`config.mk`:
```
export PLATFORM = sky130hd
export DESIGN_NAME = rtc_command_port_and_tp_timer_core
export DESIGN_NICKNAME = d
export VERILOG_FILES = /design/src/hdl/rtctp_pkg.sv /design/src/hdl/rtctp_cmd.sv /design/src/hdl/rtctp_timer.sv /design/src/hdl/rtc_command_port_and_tp_timer_core.sv
export SDC_FILE = /design/constraint.sdc
export NUM_CORES = 1
export LEC_CHECK = 0
export BUFFER_PORTS_ARGS = -buffer_cell sky130_fd_sc_hd__buf_2
export CAP_MARGIN = 20
export CORE_MARGIN = 2
export CORE_UTILIZATION = 29
export DETAILED_ROUTE_END_ITERATION = 16
export GPL_TIMING_DRIVEN = 1
export PLACE_DENSITY = 0.6
export RECOVER_POWER = 100
export SKIP_CTS_REPAIR_TIMING = 1
export SLEW_MARGIN = 20
export SYNTH_ARGS = -nofsm -noshare
export SYNTH_HDL_FRONTEND = slang
export SYNTH_SLANG_ARGS = --single-unit
```
`constraint.sdc`:
```
create_clock -name clk -period 2.55 [get_ports clk]
set_input_delay 0.255 -clock clk [delete_from_list [all_inputs] [get_ports clk]]
set_output_delay 0.255 -clock clk [all_outputs]
set_load 0.05 [all_outputs]
```
`src/hdl/rtctp_pkg.sv`:
```
// Shared types and constants for the RTC command port and timing-pulse timer.
// Used by rtctp_cmd, rtctp_timer and the top level; depends on nothing else.
`timescale 1ns / 1ps

package rtctp_pkg;

    localparam int CNT_W = 18;

    localparam logic [CNT_W-1:0] PRESCALE_RESET = 18'd244140;

    // Command codes, shared by the parallel (0-6) and serial (0-15) commands.
    localparam logic [3:0] CMD_HOLD       = 4'd0;
    localparam logic [3:0] CMD_SHIFT      = 4'd1;
    localparam logic [3:0] CMD_PERIOD_64  = 4'd4;
    localparam logic [3:0] CMD_PERIOD_16  = 4'd5;
    localparam logic [3:0] CMD_PERIOD_2   = 4'd6;
    localparam logic [3:0] CMD_PERIOD_1   = 4'd7;
    localparam logic [3:0] CMD_PERIOD_1S  = 4'd8;
    localparam logic [3:0] CMD_PERIOD_10S = 4'd9;
    localparam logic [3:0] CMD_PERIOD_30S = 4'd10;
    localparam logic [3:0] CMD_PERIOD_60S = 4'd11;
    localparam logic [3:0] CMD_RUN        = 4'd13;
    localparam logic [3:0] CMD_STOP       = 4'd14;
    localparam logic [3:0] CMD_TEST       = 4'd15;

    // Parallel command value that selects the serial command register.
    localparam logic [2:0] PCMD_SERIAL = 3'd7;

    localparam logic [CNT_W-1:0] TP_64  = 18'd64;
    localparam logic [CNT_W-1:0] TP_16  = 18'd16;
    localparam logic [CNT_W-1:0] TP_2   = 18'd2;
    localparam logic [CNT_W-1:0] TP_1   = 18'd1;
    localparam logic [CNT_W-1:0] TP_1S  = 18'd4096;
    localparam logic [CNT_W-1:0] TP_10S = 18'd40960;
    localparam logic [CNT_W-1:0] TP_30S = 18'd122880;
    localparam logic [CNT_W-1:0] TP_60S = 18'd245760;

    localparam logic FUNC_PORT_WRITE = 1'b0;
    localparam logic FUNC_BASE_TICK  = 1'b1;

    localparam int CFG_ADDR_W = 3;

    typedef struct packed {
        logic       func;
        logic [5:0] wr_value;
    } cmd_item_t;

    typedef struct packed {
        logic tp_pulse;
        logic timer_stopped;
        logic shift_hold;
        logic test_mode;
    } result_t;

    // Timer requests raised by an executed command.
    typedef struct packed {
        logic             load_period;
        logic [CNT_W-1:0] period;
        logic             run;
    } tmr_ctrl_t;

    typedef struct packed {
        logic stopped;
        logic hold;
        logic test;
    } status_t;

endpackage

```
`src/hdl/rtctp_cmd.sv`:
```
// Control-port decoder: shift-clock and strobe edge detection, serial command
// register, command execution and mode flags. Depends on rtctp_pkg.
`timescale 1ns / 1ps

module rtctp_cmd
    import rtctp_pkg::*;
(
    input  logic      clk,
    input  logic      rst_n,
    input  logic      advance,
    input  cmd_item_t item,
    output tmr_ctrl_t ctrl,
    output status_t   status
);

    logic       clock_prev_reg, clock_prev_next;
    logic       strobe_prev_reg, strobe_prev_next;
    logic [3:0] serial_cmd_reg, serial_cmd_next;
    logic       hold_reg, hold_next;
    logic       stop_reg, stop_next;
    logic       test_reg, test_next;

    logic [2:0] pcmd;
    logic       strobe;
    logic       sclk;
    logic       din;
    logic [3:0] code;

    assign pcmd   = item.wr_value[2:0];
    assign strobe = item.wr_value[3];
    assign sclk   = item.wr_value[4];
    assign din    = item.wr_value[5];

    always_comb
    begin
        clock_prev_next  = clock_prev_reg;
        strobe_prev_next = strobe_prev_reg;
        serial_cmd_next  = serial_cmd_reg;
        hold_next        = hold_reg;
        stop_next        = stop_reg;
        test_next        = test_reg;
        ctrl             = '0;
        code             = {1'b0, pcmd};

        if (item.func == FUNC_PORT_WRITE)
        begin
            // The shift edge comes first, so a serial command can use the bit
            // written together with its strobe.
            if (clock_prev_reg && !sclk)
            begin
                serial_cmd_next = {din, serial_cmd_reg[3:1]};
            end
            clock_prev_next  = sclk;
            strobe_prev_next = strobe;

            if (pcmd == PCMD_SERIAL)
            begin
                code = serial_cmd_next;
            end

            if (strobe_prev_reg && !strobe)
            begin
                if (pcmd != PCMD_SERIAL)
                begin
                    test_next = 1'b0;
                end
                case (code)
                    CMD_HOLD:       hold_next = 1'b1;
                    CMD_SHIFT:      hold_next = 1'b0;
                    CMD_PERIOD_64:  begin ctrl.load_period = 1'b1; ctrl.period = TP_64;  end
                    CMD_PERIOD_16:  begin ctrl.load_period = 1'b1; ctrl.period = TP_16;  end
                    CMD_PERIOD_2:   begin ctrl.load_period = 1'b1; ctrl.period = TP_2;   end
                    CMD_PERIOD_1:   begin ctrl.load_period = 1'b1; ctrl.period = TP_1;   end
                    CMD_PERIOD_1S:  begin ctrl.load_period = 1'b1; ctrl.period = TP_1S;  end
                    CMD_PERIOD_10S: begin ctrl.load_period = 1'b1; ctrl.period = TP_10S; end
                    CMD_PERIOD_30S: begin ctrl.load_period = 1'b1; ctrl.period = TP_30S; end
                    CMD_PERIOD_60S: begin ctrl.load_period = 1'b1; ctrl.period = TP_60S; end
                    CMD_RUN:
                    begin
                        stop_next = 1'b0;
                        ctrl.run  = 1'b1;
                    end
                    CMD_STOP:       stop_next = 1'b1;
                    CMD_TEST:       test_next = 1'b1;
                    default:        ;
                endcase
            end
        end
    end

    always_comb
    begin
        status.stopped = stop_next;
        status.hold    = hold_next;
        status.test    = test_next;
    end

    always_ff @(posedge clk or negedge rst_n)
    begin
        if (!rst_n)
        begin
            clock_prev_reg  <= 1'b0;
            strobe_prev_reg <= 1'b0;
            serial_cmd_reg  <= '0;
            hold_reg        <= 1'b1;
            stop_reg        <= 1'b1;
            test_reg        <= 1'b0;
        end
        else if (advance)
        begin
            clock_prev_reg  <= clock_prev_next;
            strobe_prev_reg <= strobe_prev_next;
            serial_cmd_reg  <= serial_cmd_next;
            hold_reg        <= hold_next;
            stop_reg        <= stop_next;
            test_reg        <= test_next;
        end
    end

endmodule

```
`src/hdl/rtctp_timer.sv`:
```
// Prescaler and timing-pulse down counter driven by base clock tick items.
// Depends on rtctp_pkg.
`timescale 1ns / 1ps

module rtctp_timer
    import rtctp_pkg::*;
(
    input  logic             clk,
    input  logic             rst_n,
    input  logic             advance,
    input  logic             tick,
    input  logic             stopped,
    input  tmr_ctrl_t        ctrl,
    input  logic [CNT_W-1:0] prescale_period,
    output logic             pulse
);

    logic [CNT_W-1:0] prescale_count_reg, prescale_count_next;
    logic [CNT_W-1:0] pulse_period_reg, pulse_period_next;
    logic [CNT_W-1:0] pulse_count_reg, pulse_count_next;
    logic [CNT_W-1:0] prescale_load;

    // A zero prescale period behaves as one.
    assign prescale_load = (prescale_period == '0) ? TP_1 : prescale_period;

    always_comb
    begin
        prescale_count_next = prescale_count_reg;
        pulse_period_next   = pulse_period_reg;
        pulse_count_next    = pulse_count_reg;
        pulse               = 1'b0;

        if (tick)
        begin
            if (prescale_count_reg > TP_1)
            begin
                prescale_count_next = prescale_count_reg - TP_1;
            end
            else
            begin
                prescale_count_next = prescale_load;
                if (!stopped)
                begin
                    if (pulse_count_reg <= TP_1)
                    begin
                        pulse_count_next = pulse_period_reg;
                        pulse            = 1'b1;
                    end
                    else
                    begin
                        pulse_count_next = pulse_count_reg - TP_1;
                    end
                end
            end
        end
        else if (ctrl.load_period)
        begin
            pulse_period_next   = ctrl.period;
            pulse_count_next    = ctrl.period;
            prescale_count_next = prescale_load;
        end
        else if (ctrl.run)
        begin
            pulse_count_next    = pulse_period_reg;
            prescale_count_next = prescale_load;
        end
    end

    always_ff @(posedge clk or negedge rst_n)
    begin
        if (!rst_n)
        begin
            prescale_count_reg <= PRESCALE_RESET;
            pulse_period_reg   <= '0;
            pulse_count_reg    <= '0;
        end
        else if (advance)
        begin
            prescale_count_reg <= prescale_count_next;
            pulse_period_reg   <= pulse_period_next;
            pulse_count_reg    <= pulse_count_next;
        end
    end

endmodule

```
`src/hdl/rtc_command_port_and_tp_timer_core.sv`:
```
// Top level of the RTC command port and timing-pulse timer.
// Instantiates rtctp_cmd and rtctp_timer; depends on rtctp_pkg.
`timescale 1ns / 1ps

// Each item is either a control-port write or one base clock tick, and each
// item gives exactly one result carrying the pulse flag and the mode flags
// after that item. The block takes one item per clock cycle while no waiting
// result is stalled at the output; an item is held in an input register,
// processed in a single pass through the command decoder and the
// prescaler/pulse counter, and its result is loaded into the result register
// together with the per-item state update (edge flags, serial command,
// prescaler and pulse count), which sets the one-item-per-cycle rate. The
// prescale period is written over the APB port at address 0; the user must
// write it only while the block is idle, which the block does not enforce.

module rtc_command_port_and_tp_timer_core
    import rtctp_pkg::*;
(
    input  logic                  clk,
    input  logic                  rst_n,

    input  logic                  cmd_valid,
    output logic                  cmd_stall,
    input  cmd_item_t             cmd_data,

    output logic                  res_valid,
    input  logic                  res_stall,
    output result_t               res_data,

    input  logic                  psel,
    input  logic                  penable,
    input  logic                  pwrite,
    input  logic [CFG_ADDR_W-1:0] paddr,
    input  logic [31:0]           pwdata,
    output logic [31:0]           prdata,
    output logic                  pready
);

    logic             stage_valid_reg;
    cmd_item_t        stage_item_reg;
    logic             res_valid_reg;
    result_t          res_data_reg;
    logic [CNT_W-1:0] prescale_period_reg;

    logic             out_free;
    logic             advance;
    logic             stage_load;
    logic             cfg_sel;
    tmr_ctrl_t        ctrl;
    status_t          status;
    logic             pulse;

    assign out_free   = !res_valid_reg || !res_stall;
    assign advance    = stage_valid_reg && out_free;
    assign cmd_stall  = stage_valid_reg && !out_free;
    assign stage_load = cmd_valid && !cmd_stall;

    always_ff @(posedge clk or negedge rst_n)
    begin
        if (!rst_n)
        begin
            stage_valid_reg <= 1'b0;
        end
        else if (!stage_valid_reg || advance)
        begin
            stage_valid_reg <= cmd_valid;
        end
    end

    always_ff @(posedge clk)
    begin
        if (stage_load)
        begin
            stage_item_reg <= cmd_data;
        end
    end

    rtctp_cmd u_cmd (
        .clk    (clk),
        .rst_n  (rst_n),
        .advance(advance),
        .item   (stage_item_reg),
        .ctrl   (ctrl),
        .status (status)
    );

    rtctp_timer u_timer (
        .clk            (clk),
        .rst_n          (rst_n),
        .advance        (advance),
        .tick           (stage_item_reg.func == FUNC_BASE_TICK),
        .stopped        (status.stopped),
        .ctrl           (ctrl),
        .prescale_period(prescale_period_reg),
        .pulse          (pulse)
    );

    always_ff @(posedge clk or negedge rst_n)
    begin
        if (!rst_n)
        begin
            res_valid_reg <= 1'b0;
        end
        else if (out_free)
        begin
            res_valid_reg <= stage_valid_reg;
        end
    end

    always_ff @(posedge clk)
    begin
        if (advance)
        begin
            res_data_reg.tp_pulse      <= pulse;
            res_data_reg.timer_stopped <= status.stopped;
            res_data_reg.shift_hold    <= status.hold;
            res_data_reg.test_mode     <= status.test;
        end
    end

    assign res_valid = res_valid_reg;
    assign res_data  = res_data_reg;

    // Only the first register slot decodes; the low address bits are ignored.
    assign cfg_sel = (paddr[CFG_ADDR_W-1] == 1'b0);
    assign pready  = 1'b1;

    always_ff @(posedge clk or negedge rst_n)
    begin
        if (!rst_n)
        begin
            prescale_period_reg <= PRESCALE_RESET;
        end
        else if (psel && penable && pwrite && cfg_sel)
        begin
            prescale_period_reg <= pwdata[CNT_W-1:0];
        end
    end

    assign prdata = cfg_sel ? {{(32-CNT_W){1'b0}}, prescale_period_reg} : 32'd0;

endmodule

```
* Word-level counts from Yosys, hierarchy flattened
Index checks and enable logic that the tools add are counted.
Widths: inputs -> output; s select.
** Storage, ports and cells
- Output and inout port bits :: 39
- Register bits :: 94
** Cells by class
- Add/sub/neg operators :: 2
- Eq/ne operators :: 16
- Bitwise gates (word level) :: 2
- Magnitude comparators :: 2
- Reductions and logical operators :: 25
- Multiplexer cells :: 30
** Operators with widths (number)
- $mux 18 :: 12
- $pmux 19 s8 :: 1
- $mux 20 :: 2
- $sub 18x1->18 const B :: 2
- $eq 4x4->1 const B :: 7
- $gt 18x1->1 const B :: 1
- $le 18x1->1 const B :: 1
- $logic_not 18->1 :: 1
- $eq 4x3->1 const B :: 4
- $mux 4 :: 3
- $mux 1 :: 10
- $logic_and 1x1->1 :: 8
- $logic_not 1->1 :: 7
- $eq 4x1->1 const B :: 1
- $logic_not 4->1 :: 1
- $ne 2x2->1 const B :: 2
- $pmux 1 s2 :: 2
- $reduce_and 2->1 :: 2
- $reduce_and 4->1 :: 1
- $eq 3x3->1 const B :: 1
- $ne 3x3->1 const B :: 1
- $reduce_and 3->1 :: 1
- $reduce_bool 3->1 :: 1
- $reduce_or 3->1 :: 1
- 2 further kinds :: 4

* Depth between registers and ports, before layout
- Depth after elaboration :: 12
- Depth in mapped cells :: 10
- Mapped depth without buffers :: 8

* Hierarchy
Synthesis repeated with hierarchy kept, for this count alone.
** Unflattened totals
- Cells, all modules :: 581
- Area, all modules :: 5840.6 µm²
** By module, submodules not included
- rtctp_timer :: area each 3657.3 µm², times used 1, cells an instance 401, seq. area each 1365.1 µm²
- rtc_command_port_and_tp_timer_core :: area each 1402.6 µm², times used 1, cells an instance 93, seq. area each 844.6 µm²
- rtctp_cmd :: area each 780.7 µm², times used 1, cells an instance 87, seq. area each 227.7 µm²

* Worst setup path after synthesis
OpenSTA, ideal clock, no wires.
- Path type :: register -> register
- Start point :: register u_timer.prescale_count_reg[10]
- End point :: register u_timer.pulse_count_reg[0]
- Cell stages (with the launch flop) :: 8
- Clock period less this slack :: 2.616 ns
- Library setup time :: 0.125 ns
- Path slack :: -0.066 ns
- Arrival time :: 2.491 ns
- Required time :: 2.425 ns
- Cell sequence :: dfrtp_1 -> or3_4 -> or4b_4 -> or2_1 -> o31a_1 -> or2_1 -> buf_6 -> mux2_4
** On the way
- Cells in the longest elaborated chain, start to end :: 3
** RTL lines
- start: declaration :: RTL line rtctp_timer.sv:18 : logic [CNT_W-1:0] prescale_count_reg, prescale_count_next;
- start signal: assignment :: RTL line rtctp_timer.sv:79 : prescale_count_reg <= prescale_count_next;
- $gt 18x1->1 :: RTL line rtctp_timer.sv:35 : if (prescale_count_reg > TP_1)
- $ne 2x2->1 (no source line)
- $reduce_and 4->1 (no source line)
- end signal: assignment :: RTL line rtctp_timer.sv:81 : pulse_count_reg <= pulse_count_next;
- end: declaration :: RTL line rtctp_timer.sv:20 : logic [CNT_W-1:0] pulse_count_reg, pulse_count_next;
Every way passes these cells.
A chain may end at the register's enable or synchronous reset.

* Final worst setup path
- Start point :: register u_timer.prescale_count_reg[10]
- End point :: register u_timer.pulse_count_reg[10]
Same word-level chain as after synthesis.

==> flow_summary_export.csv <==
group,metric,value,unit
worst_setup_path,startpoint_type,"register",
synthesis,syn_area_per_cell,9.71,um2
clock_tree,clkLatencyLatePin,0.35,ns
clock_tree,cts.clk_slew.worst_paths,0.06,ns
sta,timing.final.crit_period,2.52,ns
placement,io_buffer_count,56,
power,peakVddDrop,438,uV
synthesis,ys.flop_type,"dfrtp_1",
sta,hold_viol,0,
sta,finalSetupTns,0,ns
die,die_h,135,um
sta,relSlewSlack,-0.0333,
detailed_routing,drt-initial-drc-count,228,
clock_tree,root_buffer,"clkbuf_16",
power,power.density,943,nW/um2
worst_setup_path,r2r.worst_path.cells,7,
cells_and_area,final_layout_size_suffix_gt1_frac,0.266,
detailed_routing,routed_wl,12.5,mm
worst_setup_path,timing.rr.start,"u_timer.prescale_count_reg[10]",
detailed_routing,antenna_left,0,
cells_and_area,insertedDiodeCount,0,
global_routing,overflow,0,
sta,tightestPinTransition,1.55,ns
run_status,failed_checks,"max-capacitance violations, max-slew violations",
min_path,hold_path_class,"in2reg",
global_routing,grt_pass1_vias,4065,
power,p_leak,2.48,nW
synthesis,yosysUniqueCellTypes,68,
worst_setup_path,cp_data_required_time,2.79,ns
worst_setup_path,worstPathArrival,2.75,ns
min_path,worstHoldPathCells,1,
global_routing,grt_pass1_wl,20.6,mm
worst_setup_path,critPathKind,"reg2reg",
global_routing,track_usage,0.142,
worst_setup_path,end_kind,"register",
synthesis,async_flop_share,0.871,
min_path,hold_end,"stage_item_reg[4]",
clock_tree,clock_sinks,85,
cells_and_area,final_cell_mix,"dfrtp_1, nand2_1, buf_4",
synthesis,yosys.area.top_type_share,0.250,
die,start_util,0.293,
synthesis,synth_edf_count,11,
detailed_routing,dr.pass1.iters,5,
synthesis,netlist_area,5000,um2
worst_setup_path,reg2reg_to,"u_timer.pulse_count_reg[10]",
synthesis,yosysSeqAreaShare,0.442,
die,core,17100,um2
sta,slew_viol_final,28,
sta,min_period_over_period,0.988,
cells_and_area,final_common_cell,"dfrtp_1",
placement,finalWeightedCongestion,0.899,
worst_setup_path,crit_fanout,8,
die,die_w,135,um
min_path,hold_start,"cmd_data[4]",
clock_tree,numCtsBuffers,9,
worst_setup_path,r2r_slack,0.03,ns
cells_and_area,stdcell_area,6090,um2
placement,hpwl,9.16,mm
global_routing,antenna_found_initial,0,
synthesis,yosys_warnings,0,
clock_tree,clock_path_buffers,2,
die,die_area,18300,um2
global_routing,grt_max_degree,34,
detailed_routing,routedWlPerCell,15.0,um
sta,setup_violations,0,
run,drv_cap,1,
sta,rsz0062_at_grt,"yes",
synthesis,syn_inst,515,
detailed_routing,vias,4284,
sta,fin_skew,0.00929,ns
synthesis,synth_largest_area_cell,"dfrtp_1",
placement,place_area,5760,um2
cells_and_area,area.growth.synth_to_final,21.8,%
die,io_pins,88,
run_status,outcome,"finished, violations left",
synthesis,yosys-top-cells-area,"dfrtp_1, dfstp_2, mux2_2",
cells_and_area,nets,657,
clock_tree,cts_max_level,3,
die,num_rows,48,
detailed_routing,route.detailed.drc,0,
detailed_routing,viasPerCell,5.14,
sta,fmax,397,MHz
clock_tree,cts_tree,"yes",
synthesis,ys_seq_elements,85,
[cell type report]
class | count | area, um2
fillers | 1741 | 11000
multi-input cells | 390 | 2600
flip-flops and latches | 85 | 2210
repair buffers | 101 | 624
well taps | 225 | 282
clock buffers | 13 | 260
inverters | 17 | 63.8
clock inverters | 3 | 45.0
[metrics by stage]
step / utilization / hold slack [ns] / setup WS, ns / std cells / power, mW
after floorplan: - / -0.0406 / -0.0662 / 528 / 3.66
after global placement: 0.337 / 0.304 / -0.112 / 815 / 4.35
after detailed placement: 0.337 / 0.306 / -0.179 / 815 / 4.39
after CTS: 0.355 / -0.0659 / -0.197 / 831 / 5.77
after global routing: 0.357 / 0.0688 / -0.0336 / 834 / 6.12
final: 0.357 / 0.0793 / 0.0305 / 834 / 5.74
[power breakdown]
group          switching [mW]  total (mW)  internal [mW]  leakage (nW)
logic                    1.29        2.24          0.949          1.33
clock network           0.536        1.35          0.816         0.150
registers               0.346        2.15           1.80          1.00
total                    2.17        5.74           3.57          2.48
[synthesized netlist by cell type, types with 5 or more instances]
cell / instances
a21oi_1: 23
a22o_1: 5
buf_4: 15
clkbuf_1: 18
dfrtp_1: 50
dfstp_2: 24
edfxtp_1: 11
inv_1: 16
mux2_2: 30
mux2_4: 5
mux2i_1: 6
nand2_1: 44
nand2b_1: 8
nand3_1: 12
nand4_1: 8
nor2_1: 28
nor2b_1: 24
nor3_1: 19
nor4_1: 17
o211ai_1: 6
o21ai_0: 29
o22a_1: 7
o2bb2ai_1: 10
o31ai_1: 12
[worst max-delay path: stages, from the launching register on]
cell,delay [ns]
dfrtp_1,0.39
or3_4,0.37
or4b_4,0.50
or2_1,0.24
o31a_1,0.25
or2_4,0.33
clkbuf_16,0.18
o22a_1,0.15
[metal layers]
layer  global-route usage  part of all wire  vias up
met5                    0                 0        -
met4               0.0561             0.017        0
met3               0.0232             0.035       16
met2                0.215              0.45      111
met1                0.202              0.50     2084
li1                     -                 -     2073
[cells by family after synthesis]
family,share of synthesized area
XOR/XNOR,0.00526
AO/OA/AOI/OAI,0.183
other,0.00150
adder cells (fa/ha/maj),0.0100
multiplexers,0.0946
flip-flops,0.442
AND/OR/NAND/NOR,0.209
buffers and inverters,0.0541
[worst max path at each step]
stage | to | startpoint | slack, ns | depth (start not counted)
after floorplan | u_timer.pulse_count_reg[0] | u_timer.prescale_count_reg[10] | -0.07 | 7
after global placement | u_timer.pulse_count_reg[8] | u_timer.prescale_count_reg[12] | -0.11 | 7
after detailed placement | u_timer.pulse_count_reg[8] | u_timer.prescale_count_reg[10] | -0.18 | 7
after CTS | u_timer.pulse_count_reg[8] | u_timer.prescale_count_reg[10] | -0.20 | 7
after global routing | u_timer.pulse_count_reg[5] | u_timer.prescale_count_reg[10] | -0.03 | 7
final | u_timer.pulse_count_reg[10] | u_timer.prescale_count_reg[10] | 0.03 | 7
Note: power is estimated with default switching activity, not from simulation.
